==> src/motor_command_frame_encoder_assert.svh <==
// ------------------------------------------------------------------------
// Assertion macros for the motor command frame encoder
// Shared concurrent checks, clocked on clk and held off while rst_n is low.
// ------------------------------------------------------------------------
`ifndef MOTOR_COMMAND_FRAME_ENCODER_ASSERT_SVH
`define MOTOR_COMMAND_FRAME_ENCODER_ASSERT_SVH

// condition must hold at every edge
`define MCFE_ASSERT_ALWAYS(label, cond, msg) \
  label: assert property (@(posedge clk) disable iff (!rst_n) (cond)) else $error(msg);

// antecedent implies consequent in the same cycle
`define MCFE_ASSERT_IMPL(label, ante, cons, msg) \
  label: assert property (@(posedge clk) disable iff (!rst_n) (ante) |-> (cons)) else $error(msg);

// antecedent implies consequent in the next cycle
`define MCFE_ASSERT_NEXT(label, ante, cons, msg) \
  label: assert property (@(posedge clk) disable iff (!rst_n) (ante) |=> (cons)) else $error(msg);

`endif

==> src/mcfe_pkg.sv <==
// ------------------------------------------------------------------------
// mcfe_pkg
// Types, constants and helper functions of the motor command frame encoder.
// ------------------------------------------------------------------------
`timescale 1ns / 1ps

package mcfe_pkg;

  localparam int FRAC_BITS = 20;            // fraction bits of set_value
  localparam int VALUE_W   = 36;
  localparam int KIND_W    = 3;
  localparam int BYTE_W    = 8;
  localparam int WORD_W    = 32;
  localparam int LIMV_W    = 15;            // holds the largest limit, 20000
  localparam int SCALE_W   = 20;            // holds the largest scale, 1e6
  localparam int MAG_W     = FRAC_BITS + LIMV_W;
  localparam int LIM_W     = MAG_W + 1;
  localparam int CMP_W     = ((VALUE_W > LIM_W) ? VALUE_W : LIM_W) + 1;
  localparam int MULA_W    = FRAC_BITS + 9; // duty, current, pos: <= 360 << FRAC_BITS
  localparam int PROD_W    = MULA_W + SCALE_W;

  localparam int NUM_CODES = 5;
  localparam int CFG_IDX_W = 3;

  localparam int QDEPTH    = 2;
  localparam int QPTR_W    = 1;
  localparam int QCNT_W    = 2;

  localparam logic [BYTE_W-1:0] FRAME_START   = 8'h02;
  localparam logic [BYTE_W-1:0] FRAME_END     = 8'h03;
  localparam logic [BYTE_W-1:0] LEN_NO_DATA   = 8'h01;
  localparam logic [BYTE_W-1:0] LEN_WITH_DATA = 8'h05;
  localparam logic [15:0]       CRC_POLY      = 16'h1021;

  typedef enum logic [KIND_W-1:0] {
    KIND_GET_VALUES  = 3'd0,
    KIND_SET_DUTY    = 3'd1,
    KIND_SET_CURRENT = 3'd2,
    KIND_SET_RPM     = 3'd3,
    KIND_SET_POS     = 3'd4
  } kind_t;

  typedef enum logic [CFG_IDX_W-1:0] {
    REG_CODE_GET_VALUES  = 3'd0,
    REG_CODE_SET_DUTY    = 3'd1,
    REG_CODE_SET_CURRENT = 3'd2,
    REG_CODE_SET_RPM     = 3'd3,
    REG_CODE_SET_POS     = 3'd4
  } reg_idx_t;

  typedef enum logic [2:0] {
    ST_IDLE,
    ST_START,
    ST_LEN,
    ST_CODE,
    ST_DATA,
    ST_CRC_HI,
    ST_CRC_LO,
    ST_END
  } state_t;

  typedef logic [NUM_CODES-1:0][BYTE_W-1:0] codes_t;

  // one classified command, front to back
  typedef struct packed {
    logic              get;
    logic [BYTE_W-1:0] code;
    logic [WORD_W-1:0] word;
  } cmd_t;

  localparam codes_t CODE_RESET = {8'd9, 8'd8, 8'd6, 8'd5, 8'd4};

  function automatic logic [LIMV_W-1:0] lim_of(kind_t k);
    logic [LIMV_W-1:0] l;
    case (k)
      KIND_SET_DUTY:    l = 15'd100;
      KIND_SET_CURRENT: l = 15'd30;
      KIND_SET_RPM:     l = 15'd20000;
      KIND_SET_POS:     l = 15'd360;
      default:          l = '0;
    endcase
    return l;
  endfunction

  function automatic logic [SCALE_W-1:0] scale_of(kind_t k);
    logic [SCALE_W-1:0] s;
    case (k)
      KIND_SET_DUTY:    s = 20'd1000;
      KIND_SET_CURRENT: s = 20'd1000;
      KIND_SET_POS:     s = 20'd1000000;
      default:          s = 20'd1;
    endcase
    return s;
  endfunction

  // CRC-16 XMODEM, one byte, MSB first
  function automatic logic [15:0] crc_step(logic [15:0] crc, logic [BYTE_W-1:0] b);
    logic [15:0] c;
    c = crc ^ {b, 8'h00};
    for (int i = 0; i < 8; i++) begin
      c = c[15] ? ((c << 1) ^ CRC_POLY) : (c << 1);
    end
    return c;
  endfunction

endpackage

==> src/mcfe_front.sv <==
// ------------------------------------------------------------------------
// mcfe_front
// Accepts commands, drops unknown kinds, clamps, scales and truncates.
// ------------------------------------------------------------------------
`timescale 1ns / 1ps

module mcfe_front (
  input  logic                                clk,
  input  logic                                rst_n,
  input  logic                                in_valid,
  output logic                                in_ready,
  input  logic [mcfe_pkg::KIND_W-1:0]         in_kind,
  input  logic signed [mcfe_pkg::VALUE_W-1:0] in_set_value,
  input  mcfe_pkg::codes_t                    codes,
  output logic                                push_valid,
  input  logic                                push_ready,
  output mcfe_pkg::cmd_t                      push_cmd
);

  // stage A: clamped magnitude
  logic                               va_r, va_nxt;
  mcfe_pkg::kind_t                    kind_a_r;
  logic [mcfe_pkg::BYTE_W-1:0]        code_a_r;
  logic                               neg_a_r;
  logic [mcfe_pkg::MAG_W-1:0]         mag_a_r;
  // stage B: scaled product
  logic                               vb_r, vb_nxt;
  logic                               get_b_r;
  logic [mcfe_pkg::BYTE_W-1:0]        code_b_r;
  logic                               neg_b_r;
  logic [mcfe_pkg::PROD_W-1:0]        prod_b_r;

  logic                               en;
  logic                               known;
  mcfe_pkg::kind_t                    kind_in;
  logic [mcfe_pkg::BYTE_W-1:0]        code_in;
  logic signed [mcfe_pkg::CMP_W-1:0]  val_s, lim_s, nlim_s, clamp_s, abs_s;
  logic [mcfe_pkg::PROD_W-1:0]        prod_nxt;
  logic [mcfe_pkg::WORD_W-1:0]        word_mag;

  assign en       = !vb_r || push_ready;
  assign in_ready = en;
  assign kind_in  = mcfe_pkg::kind_t'(in_kind);

  always_comb begin
    known   = 1'b1;
    code_in = codes[0];
    case (kind_in)
      mcfe_pkg::KIND_GET_VALUES:  code_in = codes[0];
      mcfe_pkg::KIND_SET_DUTY:    code_in = codes[1];
      mcfe_pkg::KIND_SET_CURRENT: code_in = codes[2];
      mcfe_pkg::KIND_SET_RPM:     code_in = codes[3];
      mcfe_pkg::KIND_SET_POS:     code_in = codes[4];
      default:                    known   = 1'b0;
    endcase
  end

  // clamp to +-limit << FRAC_BITS
  always_comb begin
    val_s  = $signed({{(mcfe_pkg::CMP_W - mcfe_pkg::VALUE_W){in_set_value[mcfe_pkg::VALUE_W-1]}},
                      in_set_value});
    lim_s  = $signed(mcfe_pkg::CMP_W'(mcfe_pkg::lim_of(kind_in)) << mcfe_pkg::FRAC_BITS);
    nlim_s = -lim_s;
    if (val_s > lim_s) begin
      clamp_s = lim_s;
    end else if (val_s < nlim_s) begin
      clamp_s = nlim_s;
    end else begin
      clamp_s = val_s;
    end
    abs_s = clamp_s[mcfe_pkg::CMP_W-1] ? -clamp_s : clamp_s;
  end

  assign va_nxt = en ? (in_valid && known) : va_r;
  assign vb_nxt = en ? va_r : vb_r;

  // rpm has scale one: bypass the multiplier with the wider magnitude
  assign prod_nxt = (kind_a_r == mcfe_pkg::KIND_SET_RPM)
                  ? mcfe_pkg::PROD_W'(mag_a_r)
                  : mcfe_pkg::PROD_W'(mag_a_r[mcfe_pkg::MULA_W-1:0])
                    * mcfe_pkg::PROD_W'(mcfe_pkg::scale_of(kind_a_r));

  always_ff @(posedge clk) begin
    if (!rst_n) begin
      va_r <= 1'b0;
      vb_r <= 1'b0;
    end else begin
      va_r <= va_nxt;
      vb_r <= vb_nxt;
    end
  end

  always_ff @(posedge clk) begin
    if (en) begin
      kind_a_r <= kind_in;
      code_a_r <= code_in;
      neg_a_r  <= clamp_s[mcfe_pkg::CMP_W-1];
      mag_a_r  <= mcfe_pkg::MAG_W'(abs_s);
      get_b_r  <= (kind_a_r == mcfe_pkg::KIND_GET_VALUES);
      code_b_r <= code_a_r;
      neg_b_r  <= neg_a_r;
      prod_b_r <= prod_nxt;
    end
  end

  // truncate toward zero: shift the magnitude, then reapply the sign
  assign word_mag        = mcfe_pkg::WORD_W'(prod_b_r >> mcfe_pkg::FRAC_BITS);
  assign push_valid      = vb_r;
  assign push_cmd.get    = get_b_r;
  assign push_cmd.code   = code_b_r;
  assign push_cmd.word   = neg_b_r ? (~word_mag + 1'b1) : word_mag;

endmodule

==> src/mcfe_queue.sv <==
// ------------------------------------------------------------------------
// mcfe_queue
// Two-entry command queue between front and back.
// ------------------------------------------------------------------------
`timescale 1ns / 1ps

`include "motor_command_frame_encoder_assert.svh"

module mcfe_queue (
  input  logic           clk,
  input  logic           rst_n,
  input  logic           wr_valid,
  output logic           wr_ready,
  input  mcfe_pkg::cmd_t wr_cmd,
  output logic           rd_valid,
  input  logic           rd_ready,
  output mcfe_pkg::cmd_t rd_cmd
);

  mcfe_pkg::cmd_t              slot_r [mcfe_pkg::QDEPTH];
  logic [mcfe_pkg::QPTR_W-1:0] wptr_r, wptr_nxt, rptr_r, rptr_nxt;
  logic [mcfe_pkg::QCNT_W-1:0] cnt_r, cnt_nxt;
  logic                        push, pop;

  assign wr_ready = (cnt_r != mcfe_pkg::QCNT_W'(mcfe_pkg::QDEPTH));
  assign rd_valid = (cnt_r != '0);
  assign rd_cmd   = slot_r[rptr_r];
  assign push     = wr_valid && wr_ready;
  assign pop      = rd_valid && rd_ready;

  always_comb begin
    wptr_nxt = push ? wptr_r + 1'b1 : wptr_r;
    rptr_nxt = pop  ? rptr_r + 1'b1 : rptr_r;
    cnt_nxt  = cnt_r;
    if (push && !pop) begin
      cnt_nxt = cnt_r + 1'b1;
    end else if (pop && !push) begin
      cnt_nxt = cnt_r - 1'b1;
    end
  end

  always_ff @(posedge clk) begin
    if (!rst_n) begin
      wptr_r <= '0;
      rptr_r <= '0;
      cnt_r  <= '0;
    end else begin
      wptr_r <= wptr_nxt;
      rptr_r <= rptr_nxt;
      cnt_r  <= cnt_nxt;
    end
  end

  always_ff @(posedge clk) begin
    if (push) begin
      slot_r[wptr_r] <= wr_cmd;
    end
  end

  `MCFE_ASSERT_ALWAYS(a_cnt_bound, cnt_r <= mcfe_pkg::QCNT_W'(mcfe_pkg::QDEPTH), "queue overfilled")
  `MCFE_ASSERT_IMPL(a_ptr_gap, cnt_r == '0, wptr_r == rptr_r, "empty queue with pointer gap")

endmodule

==> src/mcfe_back.sv <==
// ------------------------------------------------------------------------
// mcfe_back
// Serialises one command into frame beats with a running CRC.
// ------------------------------------------------------------------------
`timescale 1ns / 1ps

`include "motor_command_frame_encoder_assert.svh"

module mcfe_back (
  input  logic                        clk,
  input  logic                        rst_n,
  input  logic                        cmd_valid,
  output logic                        cmd_ready,
  input  mcfe_pkg::cmd_t              cmd,
  output logic                        out_valid,
  input  logic                        out_ready,
  output logic [mcfe_pkg::BYTE_W-1:0] out_frame_byte,
  output logic                        out_last
);

  mcfe_pkg::state_t            state_r, state_nxt;
  mcfe_pkg::cmd_t              cmd_r;
  logic [1:0]                  dcnt_r, dcnt_nxt;
  logic [15:0]                 crc_r, crc_nxt;
  logic                        ovalid_r, ovalid_nxt;
  logic [mcfe_pkg::BYTE_W-1:0] obyte_r;
  logic                        olast_r;

  logic                        load, emit, pop;
  logic [mcfe_pkg::BYTE_W-1:0] byte_val;
  logic                        last_val, crc_feed;

  assign load = !ovalid_r || out_ready;
  assign emit = (state_r != mcfe_pkg::ST_IDLE) && load;
  assign pop  = cmd_valid && ((state_r == mcfe_pkg::ST_IDLE) ||
                              (state_r == mcfe_pkg::ST_END && emit));
  assign cmd_ready = (state_r == mcfe_pkg::ST_IDLE) || (state_r == mcfe_pkg::ST_END && emit);

  // next state
  always_comb begin
    state_nxt = state_r;
    case (state_r)
      mcfe_pkg::ST_IDLE:   if (cmd_valid) state_nxt = mcfe_pkg::ST_START;
      mcfe_pkg::ST_START:  if (emit) state_nxt = mcfe_pkg::ST_LEN;
      mcfe_pkg::ST_LEN:    if (emit) state_nxt = mcfe_pkg::ST_CODE;
      mcfe_pkg::ST_CODE: begin
        if (emit) state_nxt = cmd_r.get ? mcfe_pkg::ST_CRC_HI : mcfe_pkg::ST_DATA;
      end
      mcfe_pkg::ST_DATA:   if (emit && dcnt_r == 2'd3) state_nxt = mcfe_pkg::ST_CRC_HI;
      mcfe_pkg::ST_CRC_HI: if (emit) state_nxt = mcfe_pkg::ST_CRC_LO;
      mcfe_pkg::ST_CRC_LO: if (emit) state_nxt = mcfe_pkg::ST_END;
      mcfe_pkg::ST_END: begin
        if (emit) state_nxt = cmd_valid ? mcfe_pkg::ST_START : mcfe_pkg::ST_IDLE;
      end
      default:             state_nxt = mcfe_pkg::ST_IDLE;
    endcase
  end

  // beat contents per state
  always_comb begin
    byte_val = mcfe_pkg::FRAME_START;
    last_val = 1'b0;
    crc_feed = 1'b0;
    case (state_r)
      mcfe_pkg::ST_START:  byte_val = mcfe_pkg::FRAME_START;
      mcfe_pkg::ST_LEN:    byte_val = cmd_r.get ? mcfe_pkg::LEN_NO_DATA : mcfe_pkg::LEN_WITH_DATA;
      mcfe_pkg::ST_CODE: begin
        byte_val = cmd_r.code;
        crc_feed = 1'b1;
      end
      mcfe_pkg::ST_DATA: begin
        byte_val = cmd_r.word[(3 - dcnt_r) * mcfe_pkg::BYTE_W +: mcfe_pkg::BYTE_W];
        crc_feed = 1'b1;
      end
      mcfe_pkg::ST_CRC_HI: byte_val = crc_r[15:8];
      mcfe_pkg::ST_CRC_LO: byte_val = crc_r[7:0];
      mcfe_pkg::ST_END: begin
        byte_val = mcfe_pkg::FRAME_END;
        last_val = 1'b1;
      end
      default:             byte_val = mcfe_pkg::FRAME_START;
    endcase
  end

  always_comb begin
    crc_nxt    = crc_r;
    dcnt_nxt   = dcnt_r;
    ovalid_nxt = load ? emit : ovalid_r;
    if (pop) begin
      crc_nxt  = '0;
      dcnt_nxt = '0;
    end else if (emit && crc_feed) begin
      crc_nxt = mcfe_pkg::crc_step(crc_r, byte_val);
      if (state_r == mcfe_pkg::ST_DATA) dcnt_nxt = dcnt_r + 1'b1;
    end
  end

  always_ff @(posedge clk) begin
    if (!rst_n) begin
      state_r  <= mcfe_pkg::ST_IDLE;
      ovalid_r <= 1'b0;
      dcnt_r   <= '0;
      crc_r    <= '0;
    end else begin
      state_r  <= state_nxt;
      ovalid_r <= ovalid_nxt;
      dcnt_r   <= dcnt_nxt;
      crc_r    <= crc_nxt;
    end
  end

  always_ff @(posedge clk) begin
    if (pop) begin
      cmd_r <= cmd;
    end
    if (emit) begin
      obyte_r <= byte_val;
      olast_r <= last_val;
    end
  end

  assign out_valid      = ovalid_r;
  assign out_frame_byte = obyte_r;
  assign out_last       = olast_r;

  `MCFE_ASSERT_IMPL(a_last_is_end, out_valid && out_last, out_frame_byte == mcfe_pkg::FRAME_END,
                    "last beat is not the end marker")
  `MCFE_ASSERT_IMPL(a_no_data_for_get, state_r == mcfe_pkg::ST_DATA, !cmd_r.get,
                    "data beats for a get values frame")
  `MCFE_ASSERT_NEXT(a_start_after_pop, pop, state_r == mcfe_pkg::ST_START && crc_r == '0,
                    "frame did not open cleanly after pop")

endmodule

==> src/motor_command_frame_encoder.sv <==
// ------------------------------------------------------------------------
// motor_command_frame_encoder
// Turns motor commands into framed byte streams with a CRC-16 XMODEM.
// ------------------------------------------------------------------------
// Each input beat is one command: get values, set duty, set current, set
// rpm or set position, with a signed Q15.20 value (fraction width set by
// mcfe_pkg::FRAC_BITS). The value is clamped per command, scaled and
// truncated toward zero to a 32-bit word, then sent one byte per output
// beat: 0x02, length, code, four big-endian data bytes (left out for get
// values), CRC high, CRC low, 0x03 with out_last set. Kinds 5 to 7 are
// dropped without output. A frame is 10 beats (6 for get values) and the
// serialiser sends one beat per cycle while out_ready is high; frames
// follow each other with no gap while the queue holds the next command.
// The first byte passes through both front stages, the queue, the frame
// start state of the serialiser and the output register. A two-entry
// queue lets the front keep taking commands while the back is still busy
// or stalled. Command codes are written over the cfg port (index 0 to 4);
// the user must write them only while idle, which the block itself does
// not enforce. Writes to other indices are ignored. cfg_ready is always high.
// ------------------------------------------------------------------------
`timescale 1ns / 1ps

module motor_command_frame_encoder (
  input  logic                                  clk,
  input  logic                                  rst_n,
  input  logic                                  in_valid,
  output logic                                  in_ready,
  input  logic [mcfe_pkg::KIND_W-1:0]           in_kind,
  input  logic signed [mcfe_pkg::VALUE_W-1:0]   in_set_value,
  output logic                                  out_valid,
  input  logic                                  out_ready,
  output logic [mcfe_pkg::BYTE_W-1:0]           out_frame_byte,
  output logic                                  out_last,
  input  logic                                  cfg_valid,
  output logic                                  cfg_ready,
  input  logic [mcfe_pkg::CFG_IDX_W-1:0]        cfg_index,
  input  logic [mcfe_pkg::BYTE_W-1:0]           cfg_data
);

  // command code registers
  mcfe_pkg::codes_t codes_r, codes_nxt;

  logic             q_wr_valid, q_wr_ready, q_rd_valid, q_rd_ready;
  mcfe_pkg::cmd_t   q_wr_cmd, q_rd_cmd;

  assign cfg_ready = 1'b1;

  always_comb begin
    codes_nxt = codes_r;
    if (cfg_valid) begin
      case (mcfe_pkg::reg_idx_t'(cfg_index))
        mcfe_pkg::REG_CODE_GET_VALUES:  codes_nxt[0] = cfg_data;
        mcfe_pkg::REG_CODE_SET_DUTY:    codes_nxt[1] = cfg_data;
        mcfe_pkg::REG_CODE_SET_CURRENT: codes_nxt[2] = cfg_data;
        mcfe_pkg::REG_CODE_SET_RPM:     codes_nxt[3] = cfg_data;
        mcfe_pkg::REG_CODE_SET_POS:     codes_nxt[4] = cfg_data;
        default:                        codes_nxt    = codes_r;
      endcase
    end
  end

  always_ff @(posedge clk) begin
    if (!rst_n) begin
      codes_r <= mcfe_pkg::CODE_RESET;
    end else begin
      codes_r <= codes_nxt;
    end
  end

  // front: accept, classify, clamp and scale
  mcfe_front u_front (
    .clk          (clk),
    .rst_n        (rst_n),
    .in_valid     (in_valid),
    .in_ready     (in_ready),
    .in_kind      (in_kind),
    .in_set_value (in_set_value),
    .codes        (codes_r),
    .push_valid   (q_wr_valid),
    .push_ready   (q_wr_ready),
    .push_cmd     (q_wr_cmd)
  );

  mcfe_queue u_queue (
    .clk      (clk),
    .rst_n    (rst_n),
    .wr_valid (q_wr_valid),
    .wr_ready (q_wr_ready),
    .wr_cmd   (q_wr_cmd),
    .rd_valid (q_rd_valid),
    .rd_ready (q_rd_ready),
    .rd_cmd   (q_rd_cmd)
  );

  // back: frame serialiser with CRC and output register
  mcfe_back u_back (
    .clk            (clk),
    .rst_n          (rst_n),
    .cmd_valid      (q_rd_valid),
    .cmd_ready      (q_rd_ready),
    .cmd            (q_rd_cmd),
    .out_valid      (out_valid),
    .out_ready      (out_ready),
    .out_frame_byte (out_frame_byte),
    .out_last       (out_last)
  );

endmodule

==> config.mk <==
export PLATFORM = sky130hd
export DESIGN_NAME = motor_command_frame_encoder
export DESIGN_NICKNAME = d
export VERILOG_FILES = /design/src/mcfe_pkg.sv /design/src/mcfe_front.sv /design/src/mcfe_queue.sv /design/src/mcfe_back.sv /design/src/motor_command_frame_encoder.sv
export VERILOG_INCLUDE_DIRS = /design/src /design/src/src
export SDC_FILE = /design/constraint.sdc
export NUM_CORES = 1
export LEC_CHECK = 0
export ABC_AREA = 1
export BUFFER_PORTS_ARGS = -buffer_cell sky130_fd_sc_hd__buf_2
export CAP_MARGIN = 20
export CORE_AREA = 4 4 214 216
export CTS_CLUSTER_DIAMETER = 150
export DETAILED_ROUTE_END_ITERATION = 10
export DIE_AREA = 0 0 218 220
export PLACE_DENSITY_LB_ADDON = 0.25
export SYNTH_ARGS = -nofsm -noshare
export SYNTH_HDL_FRONTEND = slang
export SYNTH_SLANG_ARGS = --single-unit
==> constraint.sdc <==
create_clock -name clk -period 8.9 [get_ports clk]
set_clock_uncertainty 0.05 [all_clocks]
set_input_delay 1.78 -clock clk [delete_from_list [all_inputs] [get_ports clk]]
set_output_delay 1.78 -clock clk [all_outputs]
set_load 0.005 [all_outputs]
==> metrics <==
Async S/R FF share, synth=0%; WP data arrival=8.43 ns; Die X=about 220 um; slew margin rel.=36.8%; post_cts resized=0; highest clock rate=approximately 0.12 GHz; worst min-delay path class=flop to flop; Synth area leader=edfxtp_1; total power=9.81 mW; slowest CP cell=fa_1; Final ANT Viol Nets=0; leakage power=approximately 14 nW; Synth top area share=25.0%; CTS tree=built; vias in the first global route=20259; Slew Limit Fails=0; # diodes=0; Routed Wire Length=approximately 60000 um; Synth area leaders=edfxtp_1 (25%), fa_1 (19%), ha_1 (14%); initial drt markers=about 1500; Comb pwr share=between 60% and 70%; placed cell count=roughly 3600; hold_buf cts=0; Most common cell on crit path=nand2_1; Die ar.=about 48000 um^2; status=finished clean; sequential area share after synthesis=a little under a third; Initial Util=59.5%; syn nets=around 3600; Overflow after GRT=0; Max Cap Violations=0; drt wl/cell=16.9 um; Final Cycle Share=about 92%; Clock Pin Slew Worst Setup and Hold Paths=roughly 0.06 ns; synthesized cell area=26200 um^2; vias per cell=5.43; # IOs=67; syn_area_per_cell=about 9 um^2; Netlist cell types=57; Hold WS=0.370 ns; Least-Margin Pin Slew=0.947 ns; Site Rows=77; Seq pwr share=22.6%; setup TNS=0 ns; Clk network pwr share=11.8%; Fin. Hold Viols=0; DRC errors left=0; hpwl dp=50300 um; H-tree depth=1; warning count from the yosys run=0; antenna violations before repair=0; synthesized instance count=2961; GP Congestion=0.996; drt pass-1 iters=6; Worst Path Required=9.14 ns; Crit Path Class=flop to flop; CTS Buf Count=27; DR vias=19726; Vert. Die Dim=220 um; Clock Path Buffers=3; area delta synth->final=7.07%; P_sw=~5 mW; Core Util, Final=63.8%; EDFF count, synth=218; Yosys reg bits=286; clock sink count=286; I/O Buffers=65; CTS root buffer=clkbuf_16; Layout Cells excl Fill=3630; Net count, final=3617; Post-CTS Setup Bufs=0; Global Route Usage Sum=26.2%; fin worst setup slack=0.706 ns; largest net degree at the start of global routing=78; P_int=4.95 mW; Post-synth top cells=inv_1 (594), nand2_1 (523), nor2_1 (311), ha_1 (298), fa_1 (245); Skew-Pair Late Insertion Delay=approximately 0.53 ns; core area=43900 um^2; first-pass GRT wire length=102000 um; CP max stage delay=0.54 ns; ys flop type=edfxtp_1; switching share of total power=49.5%; worst-path maximum fanout=17; min Tclk post-route=a little over 8 ns; CP Capture Type=flop; count of final setup violators=0; layout cell share with drive strength beyond 1=5.99%; most frequent cell after synthesis=inv_1; CP startpoint kind=flop; Cell Pwr Density=350 nW/um^2; Design Area, Final=28000 um^2; DP Area=27100 um^2; RSZ-0062 raised after global routing=no; worst slack, placed=0.750 ns; Max VDD drop=0.000379 V
[state kept, by name (all words and copies together), names as in the netlist, 2 cells and up]
register and cells:
u_queue.slot_r 82, u_front.code_a_r 8, u_back.state_r 3, u_front.code_b_r 8
u_back.crc_r 16, u_front.mag_a_r 35, u_back.out_frame_byte 8, u_back.dcnt_r 2
codes_r 40, u_front.prod_b_r 29, u_back.cmd_r 41, u_front.kind_a_r 3
u_queue.cnt_r 2
[cells in the final DEF (no fill, tap or decap), types with 27 or more instances in the layout]
master	synthesis	final
xor2_1	61	61
edfxtp_1	218	218
nand2_1	523	523
clkbuf_16	0	27
dfxtp_1	68	67
nor2_1	311	308
o21ai_0	149	149
ha_1	298	298
a21oi_1	114	114
fa_1	245	245
nand4_1	27	27
xnor2_1	34	34
nand3_1	84	83
inv_1	594	594
buf_2	8	65
[per-layer routing]
layer	GRT usage [%]	vias to the layer above	wire length, um
li1	-	9536	-
met3	2.79	73	3170
met5	0	-	0
met2	43.5	570	28600
met1	38.2	9547	28500
met4	4.57	0	1120
[final cells by class]
| class | count | area, um^2 |
|---|---|---|
| fill | 3711 | 15900 |
| sequential | 286 | 7910 |
| inverter | 604 | 2270 |
| clock inverter | 15 | 183 |
| tap | 592 | 741 |
| multi-input combinational | 2020 | 15800 |
| timing repair buffer | 80 | 438 |
| clock buffer | 33 | 698 |
[critical path, delay by kind of cell, from the launching register on]
kind                     cells  cell delay, ns
AND/OR/NAND/NOR             15            2.41
adder cells (fa/ha/maj)      8            3.63
buffers and inverters        7            0.93
flip-flops                   1            0.39
AO/OA/AOI/OAI                2            0.56
[final timing paths]
path,depth (start not counted),startpoint,to,slack (ns)
min reg2reg,0,u_front.code_a_r[6],u_front.code_b_r[6],0.37
max reg2reg,32,u_front.kind_a_r[0],u_front.prod_b_r[30],0.71
max,32,u_front.kind_a_r[0],u_front.prod_b_r[30],0.71
min,0,u_front.code_a_r[6],u_front.code_b_r[6],0.37
[logic make-up (layout without fill, tap and decap cells)]
kind of cell | count (synthesis) | after routing | share of synthesized area (%)
AO/OA/AOI/OAI | 357 | 357 | 7.72
XOR/XNOR | 95 | 95 | 3.18
adder cells (fa/ha/maj) | 543 | 543 | 33.0
buffers and inverters | 655 | 732 | 9.62
flip-flops | 286 | 286 | 30.2
other | 1 | 1 | 0.0143
AND/OR/NAND/NOR | 1024 | 1024 | 16.2
[power groups by stage]
stage                     combinational (mW)  sequential [mW]  clock, mW
after floorplan                         4.75             2.11          0
after global placement                  6.34             2.24          0
after detailed placement                6.42             2.24          0
after CTS                               6.47             2.22       1.18
after global routing                    7.40             2.24       1.23
final                                   6.44             2.21       1.15
Note: power is estimated with default switching activity, not from simulation.
